### config.mk
export PLATFORM = sky130hd
export DESIGN_NAME = rgb_to_hsv_unit
export DESIGN_NICKNAME = d
export VERILOG_FILES = /design/src/rtl/core/rgbhsv_pkg.sv /design/src/rtl/core/rgbhsv_front.sv /design/src/rtl/core/rgbhsv_queue.sv /design/src/rtl/core/rgbhsv_back.sv /design/src/rtl/core/rgb_to_hsv_unit.sv
export SDC_FILE = /design/constraint.sdc
export NUM_CORES = 1
export LEC_CHECK = 0
export BUFFER_PORTS_ARGS = -buffer_cell sky130_fd_sc_hd__buf_2
export CAP_MARGIN = 20
export CORE_MARGIN = 2
export CORE_UTILIZATION = 45
export DETAILED_ROUTE_END_ITERATION = 10
export GPL_ROUTABILITY_DRIVEN = 0
export PLACE_DENSITY = 0.56
export RECOVER_POWER = 25
export SETUP_SLACK_MARGIN = 0.4
export SLEW_MARGIN = 0
export SYNTH_ARGS = -nofsm -noshare
export SYNTH_HDL_FRONTEND = slang
export SYNTH_SLANG_ARGS = --single-unit
### constraint.sdc
create_clock -name clock -period 13.16 [get_ports clock]
set_input_delay 0.658 -clock clock [delete_from_list [all_inputs] [get_ports clock]]
set_output_delay 0.658 -clock clock [all_outputs]
set_load 0.05 [all_outputs]
### src/rtl/core/rgbhsv_pkg.sv
package rgbhsv_pkg;

   // field widths
   localparam int CHAN_W    = 8;
   localparam int HUE_W     = 7;
   localparam int SAT_NUM_W = 16;
   localparam int HUE_NUM_W = 13;
   localparam int HUE_Q_W   = 5;

   // one quotient bit per divider step
   localparam int DIV_STEPS = 8;

   // queue between the front and back parts
   localparam int QUEUE_DEPTH = 4;
   localparam int QUEUE_AW    = 2;

   // hue wheel constants
   localparam logic [HUE_NUM_W-1:0] HUE_STEP   = 13'd23;
   localparam logic [HUE_W-1:0]     BASE_RED   = 7'd0;
   localparam logic [HUE_W-1:0]     BASE_GREEN = 7'd43;
   localparam logic [HUE_W-1:0]     BASE_BLUE  = 7'd86;
   localparam logic [HUE_W-1:0]     WHEEL      = 7'd127;

   // classified pixel, as handed from the front part to the back part
   typedef struct packed {
      logic [CHAN_W-1:0]    bright;
      logic [SAT_NUM_W-1:0] sat_num;
      logic [CHAN_W-1:0]    sat_den;
      logic [HUE_NUM_W-1:0] hue_num;
      logic [CHAN_W-1:0]    hue_den;
      logic [HUE_W-1:0]     base;
      logic                 neg;
   } job_type;

   // divider stage contents: numerators turn into partial remainders
   typedef struct packed {
      job_type             job;
      logic [CHAN_W-1:0]   sat_q;
      logic [HUE_Q_W-1:0]  hue_q;
   } div_type;

endpackage

### src/rtl/core/rgbhsv_front.sv
module rgbhsv_front (
   input  logic                          clock,
   input  logic                          reset,
   input  logic                          req_push,
   output logic                          req_full,
   input  logic [rgbhsv_pkg::CHAN_W-1:0] req_red,
   input  logic [rgbhsv_pkg::CHAN_W-1:0] req_green,
   input  logic [rgbhsv_pkg::CHAN_W-1:0] req_blue,
   output logic                          job_valid,
   output rgbhsv_pkg::job_type           job,
   input  logic                          job_ready
);
   import rgbhsv_pkg::*;

   logic              valid_ff, valid_in;
   logic [CHAN_W-1:0] red_ff, green_ff, blue_ff;
   logic [CHAN_W-1:0] hi, lo, rng, pos, negv, diff;
   logic              take;

   // input register: holds while the queue is full
   assign req_full  = valid_ff && !job_ready;
   assign take      = req_push && !req_full;
   assign job_valid = valid_ff;

   always_comb begin
      valid_in = valid_ff;
      if (!req_full) begin
         valid_in = req_push;
      end
   end

   always_ff @(posedge clock) begin
      if (reset) begin
         valid_ff <= 1'b0;
      end else begin
         valid_ff <= valid_in;
      end
   end

   always_ff @(posedge clock) begin
      if (take) begin
         red_ff   <= req_red;
         green_ff <= req_green;
         blue_ff  <= req_blue;
      end
   end

   // classify: extremes, sector, signed difference
   always_comb begin
      hi = red_ff;
      lo = red_ff;
      if (green_ff > hi) hi = green_ff;
      if (blue_ff > hi)  hi = blue_ff;
      if (green_ff < lo) lo = green_ff;
      if (blue_ff < lo)  lo = blue_ff;
      rng = hi - lo;

      // ties go to red, then green
      if (hi == red_ff) begin
         job.base = BASE_RED;
         pos      = green_ff;
         negv     = blue_ff;
      end else if (hi == green_ff) begin
         job.base = BASE_GREEN;
         pos      = blue_ff;
         negv     = red_ff;
      end else begin
         job.base = BASE_BLUE;
         pos      = red_ff;
         negv     = green_ff;
      end

      job.neg = (pos < negv);
      diff    = job.neg ? (negv - pos) : (pos - negv);

      job.bright  = hi;
      // 255 * range
      job.sat_num = {rng, 8'd0} - {8'd0, rng};
      job.hue_num = HUE_NUM_W'(diff) * HUE_STEP;
      // black and grey pixels have a zero numerator; a unit divisor then
      // gives a zero quotient without any special case downstream
      job.sat_den = (hi == '0)  ? CHAN_W'(1) : hi;
      job.hue_den = (rng == '0) ? CHAN_W'(1) : rng;
   end

endmodule

### src/rtl/core/rgbhsv_queue.sv
module rgbhsv_queue (
   input  logic                clock,
   input  logic                reset,
   input  logic                push,
   input  rgbhsv_pkg::job_type push_job,
   output logic                full,
   input  logic                pop,
   output rgbhsv_pkg::job_type pop_job,
   output logic                empty
);
   import rgbhsv_pkg::*;

   job_type             entry_ff [QUEUE_DEPTH];
   logic [QUEUE_AW-1:0] wr_ptr_ff, wr_ptr_in;
   logic [QUEUE_AW-1:0] rd_ptr_ff, rd_ptr_in;
   logic [QUEUE_AW:0]   count_ff, count_in;
   logic                do_push, do_pop;

   assign full    = (count_ff == (QUEUE_AW+1)'(QUEUE_DEPTH));
   assign empty   = (count_ff == '0);
   assign do_push = push && !full;
   assign do_pop  = pop && !empty;
   assign pop_job = entry_ff[rd_ptr_ff];

   // pointers and fill count
   always_comb begin
      wr_ptr_in = do_push ? wr_ptr_ff + QUEUE_AW'(1) : wr_ptr_ff;
      rd_ptr_in = do_pop  ? rd_ptr_ff + QUEUE_AW'(1) : rd_ptr_ff;
      count_in  = count_ff + (QUEUE_AW+1)'(do_push) - (QUEUE_AW+1)'(do_pop);
   end

   always_ff @(posedge clock) begin
      if (reset) begin
         wr_ptr_ff <= '0;
         rd_ptr_ff <= '0;
         count_ff  <= '0;
      end else begin
         wr_ptr_ff <= wr_ptr_in;
         rd_ptr_ff <= rd_ptr_in;
         count_ff  <= count_in;
      end
   end

   // storage
   always_ff @(posedge clock) begin
      if (do_push) begin
         entry_ff[wr_ptr_ff] <= push_job;
      end
   end

   a_count_bound: assert property (@(posedge clock) disable iff (reset)
      count_ff <= (QUEUE_AW+1)'(QUEUE_DEPTH))
      else $error("queue count beyond depth");

   a_count_track: assert property (@(posedge clock) disable iff (reset)
      (do_push && !do_pop) |=> (count_ff == $past(count_ff) + (QUEUE_AW+1)'(1)))
      else $error("queue count missed a push");

endmodule

### src/rtl/core/rgbhsv_back.sv
module rgbhsv_back (
   input  logic                          clock,
   input  logic                          reset,
   input  logic                          job_valid,
   input  rgbhsv_pkg::job_type           job,
   output logic                          job_pop,
   input  logic                          rsp_pop,
   output logic                          rsp_empty,
   output logic [rgbhsv_pkg::HUE_W-1:0]  rsp_hue,
   output logic [rgbhsv_pkg::CHAN_W-1:0] rsp_saturation,
   output logic [rgbhsv_pkg::CHAN_W-1:0] rsp_brightness
);
   import rgbhsv_pkg::*;

   div_type            stage_ff [DIV_STEPS+1];
   div_type            step_out [DIV_STEPS];
   logic [DIV_STEPS:0] valid_ff;
   logic [DIV_STEPS+1:0] rdy;
   logic               out_valid_ff;
   logic [HUE_W-1:0]   hue_ff, hue_in, mag;
   logic [CHAN_W-1:0]  sat_ff, bright_ff;

   // stall chain: a stage moves when empty or when the next one moves
   always_comb begin
      rdy[DIV_STEPS+1] = !out_valid_ff || rsp_pop;
      for (int k = DIV_STEPS; k >= 0; k--) begin
         rdy[k] = !valid_ff[k] || rdy[k+1];
      end
   end

   assign job_pop = job_valid && rdy[0];

   // stage 0 takes the queue head
   always_ff @(posedge clock) begin
      if (reset) begin
         valid_ff[0] <= 1'b0;
      end else if (rdy[0]) begin
         valid_ff[0] <= job_valid;
      end
   end

   always_ff @(posedge clock) begin
      if (rdy[0]) begin
         stage_ff[0] <= {job, {CHAN_W{1'b0}}, {HUE_Q_W{1'b0}}};
      end
   end

   // restoring division, one quotient bit per stage, both dividers side by side
   for (genvar k = 0; k < DIV_STEPS; k++) begin : g_step
      localparam int BIT = DIV_STEPS - 1 - k;

      logic [SAT_NUM_W-1:0] s_sub;
      logic [HUE_NUM_W-1:0] h_sub;
      logic                 s_take, h_take;
      logic [HUE_Q_W-1:0]   h_bit;

      assign s_sub  = SAT_NUM_W'(stage_ff[k].job.sat_den) << BIT;
      assign s_take = (stage_ff[k].job.sat_num >= s_sub);

      // hue quotient never exceeds 23, so only the low bits are worked
      if (BIT < HUE_Q_W) begin : g_hue
         assign h_sub  = HUE_NUM_W'(stage_ff[k].job.hue_den) << BIT;
         assign h_take = (stage_ff[k].job.hue_num >= h_sub);
         assign h_bit  = HUE_Q_W'(1) << BIT;
      end else begin : g_nohue
         assign h_sub  = '0;
         assign h_take = 1'b0;
         assign h_bit  = '0;
      end

      always_comb begin
         step_out[k] = stage_ff[k];
         if (s_take) begin
            step_out[k].job.sat_num = stage_ff[k].job.sat_num - s_sub;
            step_out[k].sat_q[BIT]  = 1'b1;
         end
         if (h_take) begin
            step_out[k].job.hue_num = stage_ff[k].job.hue_num - h_sub;
            step_out[k].hue_q       = stage_ff[k].hue_q | h_bit;
         end
      end

      always_ff @(posedge clock) begin
         if (reset) begin
            valid_ff[k+1] <= 1'b0;
         end else if (rdy[k+1]) begin
            valid_ff[k+1] <= valid_ff[k];
         end
      end

      always_ff @(posedge clock) begin
         if (rdy[k+1]) begin
            stage_ff[k+1] <= step_out[k];
         end
      end
   end

   // hue from sector base and magnitude, wrapped into the wheel
   always_comb begin
      mag = HUE_W'(stage_ff[DIV_STEPS].hue_q);
      if (!stage_ff[DIV_STEPS].job.neg) begin
         hue_in = stage_ff[DIV_STEPS].job.base + mag;
      end else if (mag > stage_ff[DIV_STEPS].job.base) begin
         hue_in = stage_ff[DIV_STEPS].job.base + WHEEL - mag;
      end else begin
         hue_in = stage_ff[DIV_STEPS].job.base - mag;
      end
   end

   // result register
   always_ff @(posedge clock) begin
      if (reset) begin
         out_valid_ff <= 1'b0;
      end else if (rdy[DIV_STEPS+1]) begin
         out_valid_ff <= valid_ff[DIV_STEPS];
      end
   end

   always_ff @(posedge clock) begin
      if (rdy[DIV_STEPS+1]) begin
         hue_ff    <= hue_in;
         sat_ff    <= stage_ff[DIV_STEPS].sat_q;
         bright_ff <= stage_ff[DIV_STEPS].job.bright;
      end
   end

   assign rsp_empty      = !out_valid_ff;
   assign rsp_hue        = hue_ff;
   assign rsp_saturation = sat_ff;
   assign rsp_brightness = bright_ff;

   a_hue_range: assert property (@(posedge clock) disable iff (reset)
      out_valid_ff |-> (hue_ff != WHEEL))
      else $error("hue off the wheel");

   a_black_sat: assert property (@(posedge clock) disable iff (reset)
      (out_valid_ff && (bright_ff == '0)) |-> (sat_ff == '0 && hue_ff == '0))
      else $error("black pixel with hue or saturation");

endmodule

### src/rtl/core/rgb_to_hsv_unit.sv
// RGB to HSV converter, 8-bit channels, 127-step hue wheel.
// Input side is a queue: drive req_red/req_green/req_blue with req_push;
// a pixel transfers at a clock edge where req_push is high and req_full low.
// Result side is a queue too: while rsp_empty is low the oldest result sits on
// rsp_hue/rsp_saturation/rsp_brightness; it transfers on an edge with rsp_pop
// high. Every pixel gives exactly one result, in order.
// Path from input to result: input register, 4-entry queue, load stage,
// eight divider stages each producing one quotient bit, result register.
// Throughput: one pixel per clock while rsp_pop keeps results draining; the
// pipelined dividers take a new pair of operands every cycle unless stalled.
// When rsp_pop is held low the pipeline fills and then the queue; req_full
// rises once the input register can no longer drain. No result is dropped.
// Reset (synchronous, active high) empties the pipeline and the queue; no
// clearing pass is needed and the block takes pixels the cycle after reset.
module rgb_to_hsv_unit (
   input  logic                          clock,
   input  logic                          reset,
   input  logic                          req_push,
   output logic                          req_full,
   input  logic [rgbhsv_pkg::CHAN_W-1:0] req_red,
   input  logic [rgbhsv_pkg::CHAN_W-1:0] req_green,
   input  logic [rgbhsv_pkg::CHAN_W-1:0] req_blue,
   output logic                          rsp_empty,
   input  logic                          rsp_pop,
   output logic [rgbhsv_pkg::HUE_W-1:0]  rsp_hue,
   output logic [rgbhsv_pkg::CHAN_W-1:0] rsp_saturation,
   output logic [rgbhsv_pkg::CHAN_W-1:0] rsp_brightness
);
   import rgbhsv_pkg::*;

   job_type fr_job, q_job;
   logic    fr_valid, q_full, q_empty, q_pop;

   // front part: input register and classification
   rgbhsv_front u_front (
      .clock     (clock),
      .reset     (reset),
      .req_push  (req_push),
      .req_full  (req_full),
      .req_red   (req_red),
      .req_green (req_green),
      .req_blue  (req_blue),
      .job_valid (fr_valid),
      .job       (fr_job),
      .job_ready (!q_full)
   );

   // decoupling queue
   rgbhsv_queue u_queue (
      .clock    (clock),
      .reset    (reset),
      .push     (fr_valid),
      .push_job (fr_job),
      .full     (q_full),
      .pop      (q_pop),
      .pop_job  (q_job),
      .empty    (q_empty)
   );

   // back part: dividers and result register
   rgbhsv_back u_back (
      .clock          (clock),
      .reset          (reset),
      .job_valid      (!q_empty),
      .job            (q_job),
      .job_pop        (q_pop),
      .rsp_pop        (rsp_pop),
      .rsp_empty      (rsp_empty),
      .rsp_hue        (rsp_hue),
      .rsp_saturation (rsp_saturation),
      .rsp_brightness (rsp_brightness)
   );

endmodule
==> impl_metrics.ini <==
[clock_network]
cts_num_sinks = 814
cts_hold_buf = 0
cts_tree = built
cts.clk_slew.worst_paths_ns = 0.06
cts-root-buf = clkbuf_16
cts-htree-levels = 3
cts_resized = 0
cts_buffers = 87
clockBufferDepth = 3
clock_latency_ns = 0.63
cts_setup_buffers = 0

[grt]
grt_max_degree = 69
grt_first_pass_wirelength_um = 104000
grt_use_total_pct = 15.2
grt_overflow = 0
antenna_found_initial = 0
first_global_vias = 20100

[setup_path]
slowest_stage = or4b_2
slowest_delay_ns = 0.60
required_ns = 13.58
end_kind = flip-flop
crit_type = flip-flop to flip-flop
path_max_fanout = 36
start_kind = flip-flop
crit_arrival_ns = 11.67

[timing]
fin_crit_ns = 11.25
relSlewSlack_pct = -6.76
tightest_slew_ns = 1.60
setup-tns-final_ns = 0
rsz0062_at_grt = no
finalClockSkew_ns = 0.0174
fmaxAchievable_ghz = 0.0889
hold_viol = 0
fin_crit_sh_pct = 85.5
finalSetupViolations = 0
slew_violations = 25

[routing]
vias = 19600
wl_per_cell_um = 16.9
antenna_left = 0
routed_wl_um = 63600
dr.pass1.iters = 5
drc_errors = 0
drt_iter0_markers = 1026
vias_per_cell = 5.21

[final_layout]
ff_latch_area_sq_um = 24200
diodes = 0
nets = 2866
multi_input_area_sq_um = 11700
drive_gt1_share_pct = 13.6
fillers = 6715
area_delta_synth_final_pct = 11.7

[logic_synthesis]
synth-seq-cells = 814
ys.flop_type = edfxtp_1
synth_top_family_by_area = adder cells
synth_area_leaders = edfxtp_1, ha_1, mux4_2
synthCells = 2512
synth_edf_count = 794
synth-simple-area-share_pct = 6.80
synth_xor_xnor_area_share_pct = 3.08
syn_area_sq_um = 37100
syn-num-nets = 2761
synthMuxAreaShare_pct = 6.58
syn_avg_cell_area_sq_um = 14.8
synth_top_cell_by_area = edfxtp_1
synth-adder-area-share_pct = 8.03
async_flop_share_pct = 0
yosysUniqueCellTypes = 94
ys_seq_area_share_pct = 65.4
ys_warn_count = 0
synth-compound-area-share_pct = 6.86
yosysTopAreaCellShare_pct = 64.3

[place]
io_buffers = 52
hpwl_um = 44000

[status]
status = finished, violations left
violations = max-capacitance violations, max-slew violations

[floorplan]
initial_core_util_pct = 45.3
fp.dieW_um = 291
fp.dieH_um = 291
num_rows = 105
pin_count = 53
core_area_sq_um = 81800
design.die.area_sq_um = 84700

[worst_hold_path]
worstHoldPathType = input port to flip-flop

[flow_run]
cap_violations = 1
## area by class of cell
cell class | count | share of cell area, %
Tap cell | 1070 | 3.23
Clock inverter | 51 | 1.25
Clock buffer | 107 | 5.54
Timing Repair Buffer | 74 | 1.01
Inverter | 252 | 2.28
Multi-Input combinational cell | 1388 | 28.1
Sequential cell | 814 | 58.5
## stage by stage
stage               std cells  area, sq um  hold WS (ns)  setup WS [ns]  util, %
floorplan                2512        37100         0.400           3.64        -
global placement         3596        38600         0.402           2.28     47.2
detailed placement       3596        38600         0.405           1.91     47.2
CTS                      3754        41400         0.167           1.87     50.6
global route             3756        41400         0.177          0.989     50.6
finish                   3756        41400         0.211           1.91     50.6
## critical path, delay by kind of cell (launching register included)
| family | cells | cell delay, ns |
|---|---|---|
| compound gates | 17 | 4.18 |
| xor+xnor | 2 | 0.46 |
| fa+ha+maj | 8 | 2.71 |
| buf+inv | 5 | 0.73 |
| flops | 1 | 0.52 |
| mux | 3 | 0.84 |
| simple gates | 6 | 1.59 |
## cell families (layout without fill, tap and decap cells)
logic type | Yosys count | count (layout)
DFF | 814 | 814
and+or+nand+nor | 489 | 489
AOI/OAI and AO/OA | 389 | 389
buffers and inverters | 310 | 484
adders and majority gates | 221 | 221
muxes | 160 | 160
xor gates and xnor gates | 129 | 129
## worst paths after layout
| kind | startpoint | end | slack (ns) | cells past startpoint |
|---|---|---|---|---|
| worst max-delay path | u_front.red_ff[6]$_DFFE_PP_ | u_queue.entry_ff[2][28]$_DFFE_PP_ | 1.91 | 41 |
| worst min register to register | u_back.stage_ff[0][519]$_DFFE_PP_ | u_back.stage_ff[0][593]$_DFFE_PP_ | 0.41 | 0 |
| worst max register to register | u_front.red_ff[6]$_DFFE_PP_ | u_queue.entry_ff[2][28]$_DFFE_PP_ | 1.91 | 41 |
| worst min-delay path | req_green[5] | u_front.green_ff[5]$_DFFE_PP_ | 0.21 | 1 |
## layer usage
metal | up-vias | global-route usage [%] | share of wire (%)
met1 | 9538 | 19.4 | 44
met2 | 327 | 26.7 | 50
met4 | 0 | 4.50 | 2.0
li1 | 9600 | - | -
met5 | - | 0 | 0
met3 | 105 | 2.52 | 3.7
## synth_stat cells (6+ instances only)
library cell / n
o31ai_1: 19
nor4b_1: 8
o21a_1: 18
or3_1: 11
fa_1: 28
o21ai_0: 105
clkbuf_1: 35
nand4_1: 20
a21oi_1: 102
a21o_1: 26
nand3_1: 14
and2_1: 10
nor3_1: 34
a31oi_1: 6
mux2_2: 43
or2_2: 10
nor2_1: 144
xor2_1: 57
o21bai_1: 7
nor4_1: 17
a2111oi_0: 8
nor2b_1: 39
nand4b_1: 7
xnor2_1: 71
dfxtp_1: 20
nand3b_1: 6
edfxtp_1: 794
buf_2: 10
or4_1: 7
mux2i_1: 47
a211oi_1: 13
a21boi_0: 23
mux2_4: 12
ha_1: 193
nand2b_1: 9
inv_1: 252
nand2_1: 114
nor3b_1: 8
buf_1: 8
o211ai_1: 7
mux4_2: 57
## sequential cells by signal, summed over array words and instances (netlist names), named ones only
name	cells
u_front.green_ff	8
u_back.valid_ff	9
u_back.rsp_hue	7
u_back.out_valid_ff	1
u_front.blue_ff	8
u_queue.wr_ptr_ff	2
u_back.rsp_saturation	8
u_queue.entry_ff	228
u_front.red_ff	8
u_back.rsp_brightness	8
u_queue.count_ff	3
u_back.stage_ff	519
u_queue.rd_ptr_ff	2
u_front.job_valid	1
## cell usage in the layout, fill, tap and decap left out, types with 12 or more instances in the layout
cell       Yosys  routed
a211oi_1      13      12
a21boi_0      23      24
a21o_1        26      26
a21oi_1      102     102
buf_2         10      44
buf_4          2      19
clkbuf_1      35      26
clkbuf_16      0      88
clkinv_1       0      17
dfxtp_1       20      18
edfxtp_1     794     794
fa_1          28      28
ha_1         193     193
inv_1        252     248
mux2_2        43      43
mux2_4        12      12
mux2i_1       47      47
mux4_2        57      57
nand2_1      114     111
nand3_1       14      13
nand4_1       20      20
nor2_1       144     144
nor2b_1       39      38
nor3_1        34      33
nor4_1        17      17
o21a_1        18      18
o21ai_0      105     105
o31ai_1       19      19
xnor2_1       71      71
xor2_1        57      57
Power is left out: the tool's default activity adds up to more than one toggle a clock period on the data nets, which glitch-free logic cannot reach.
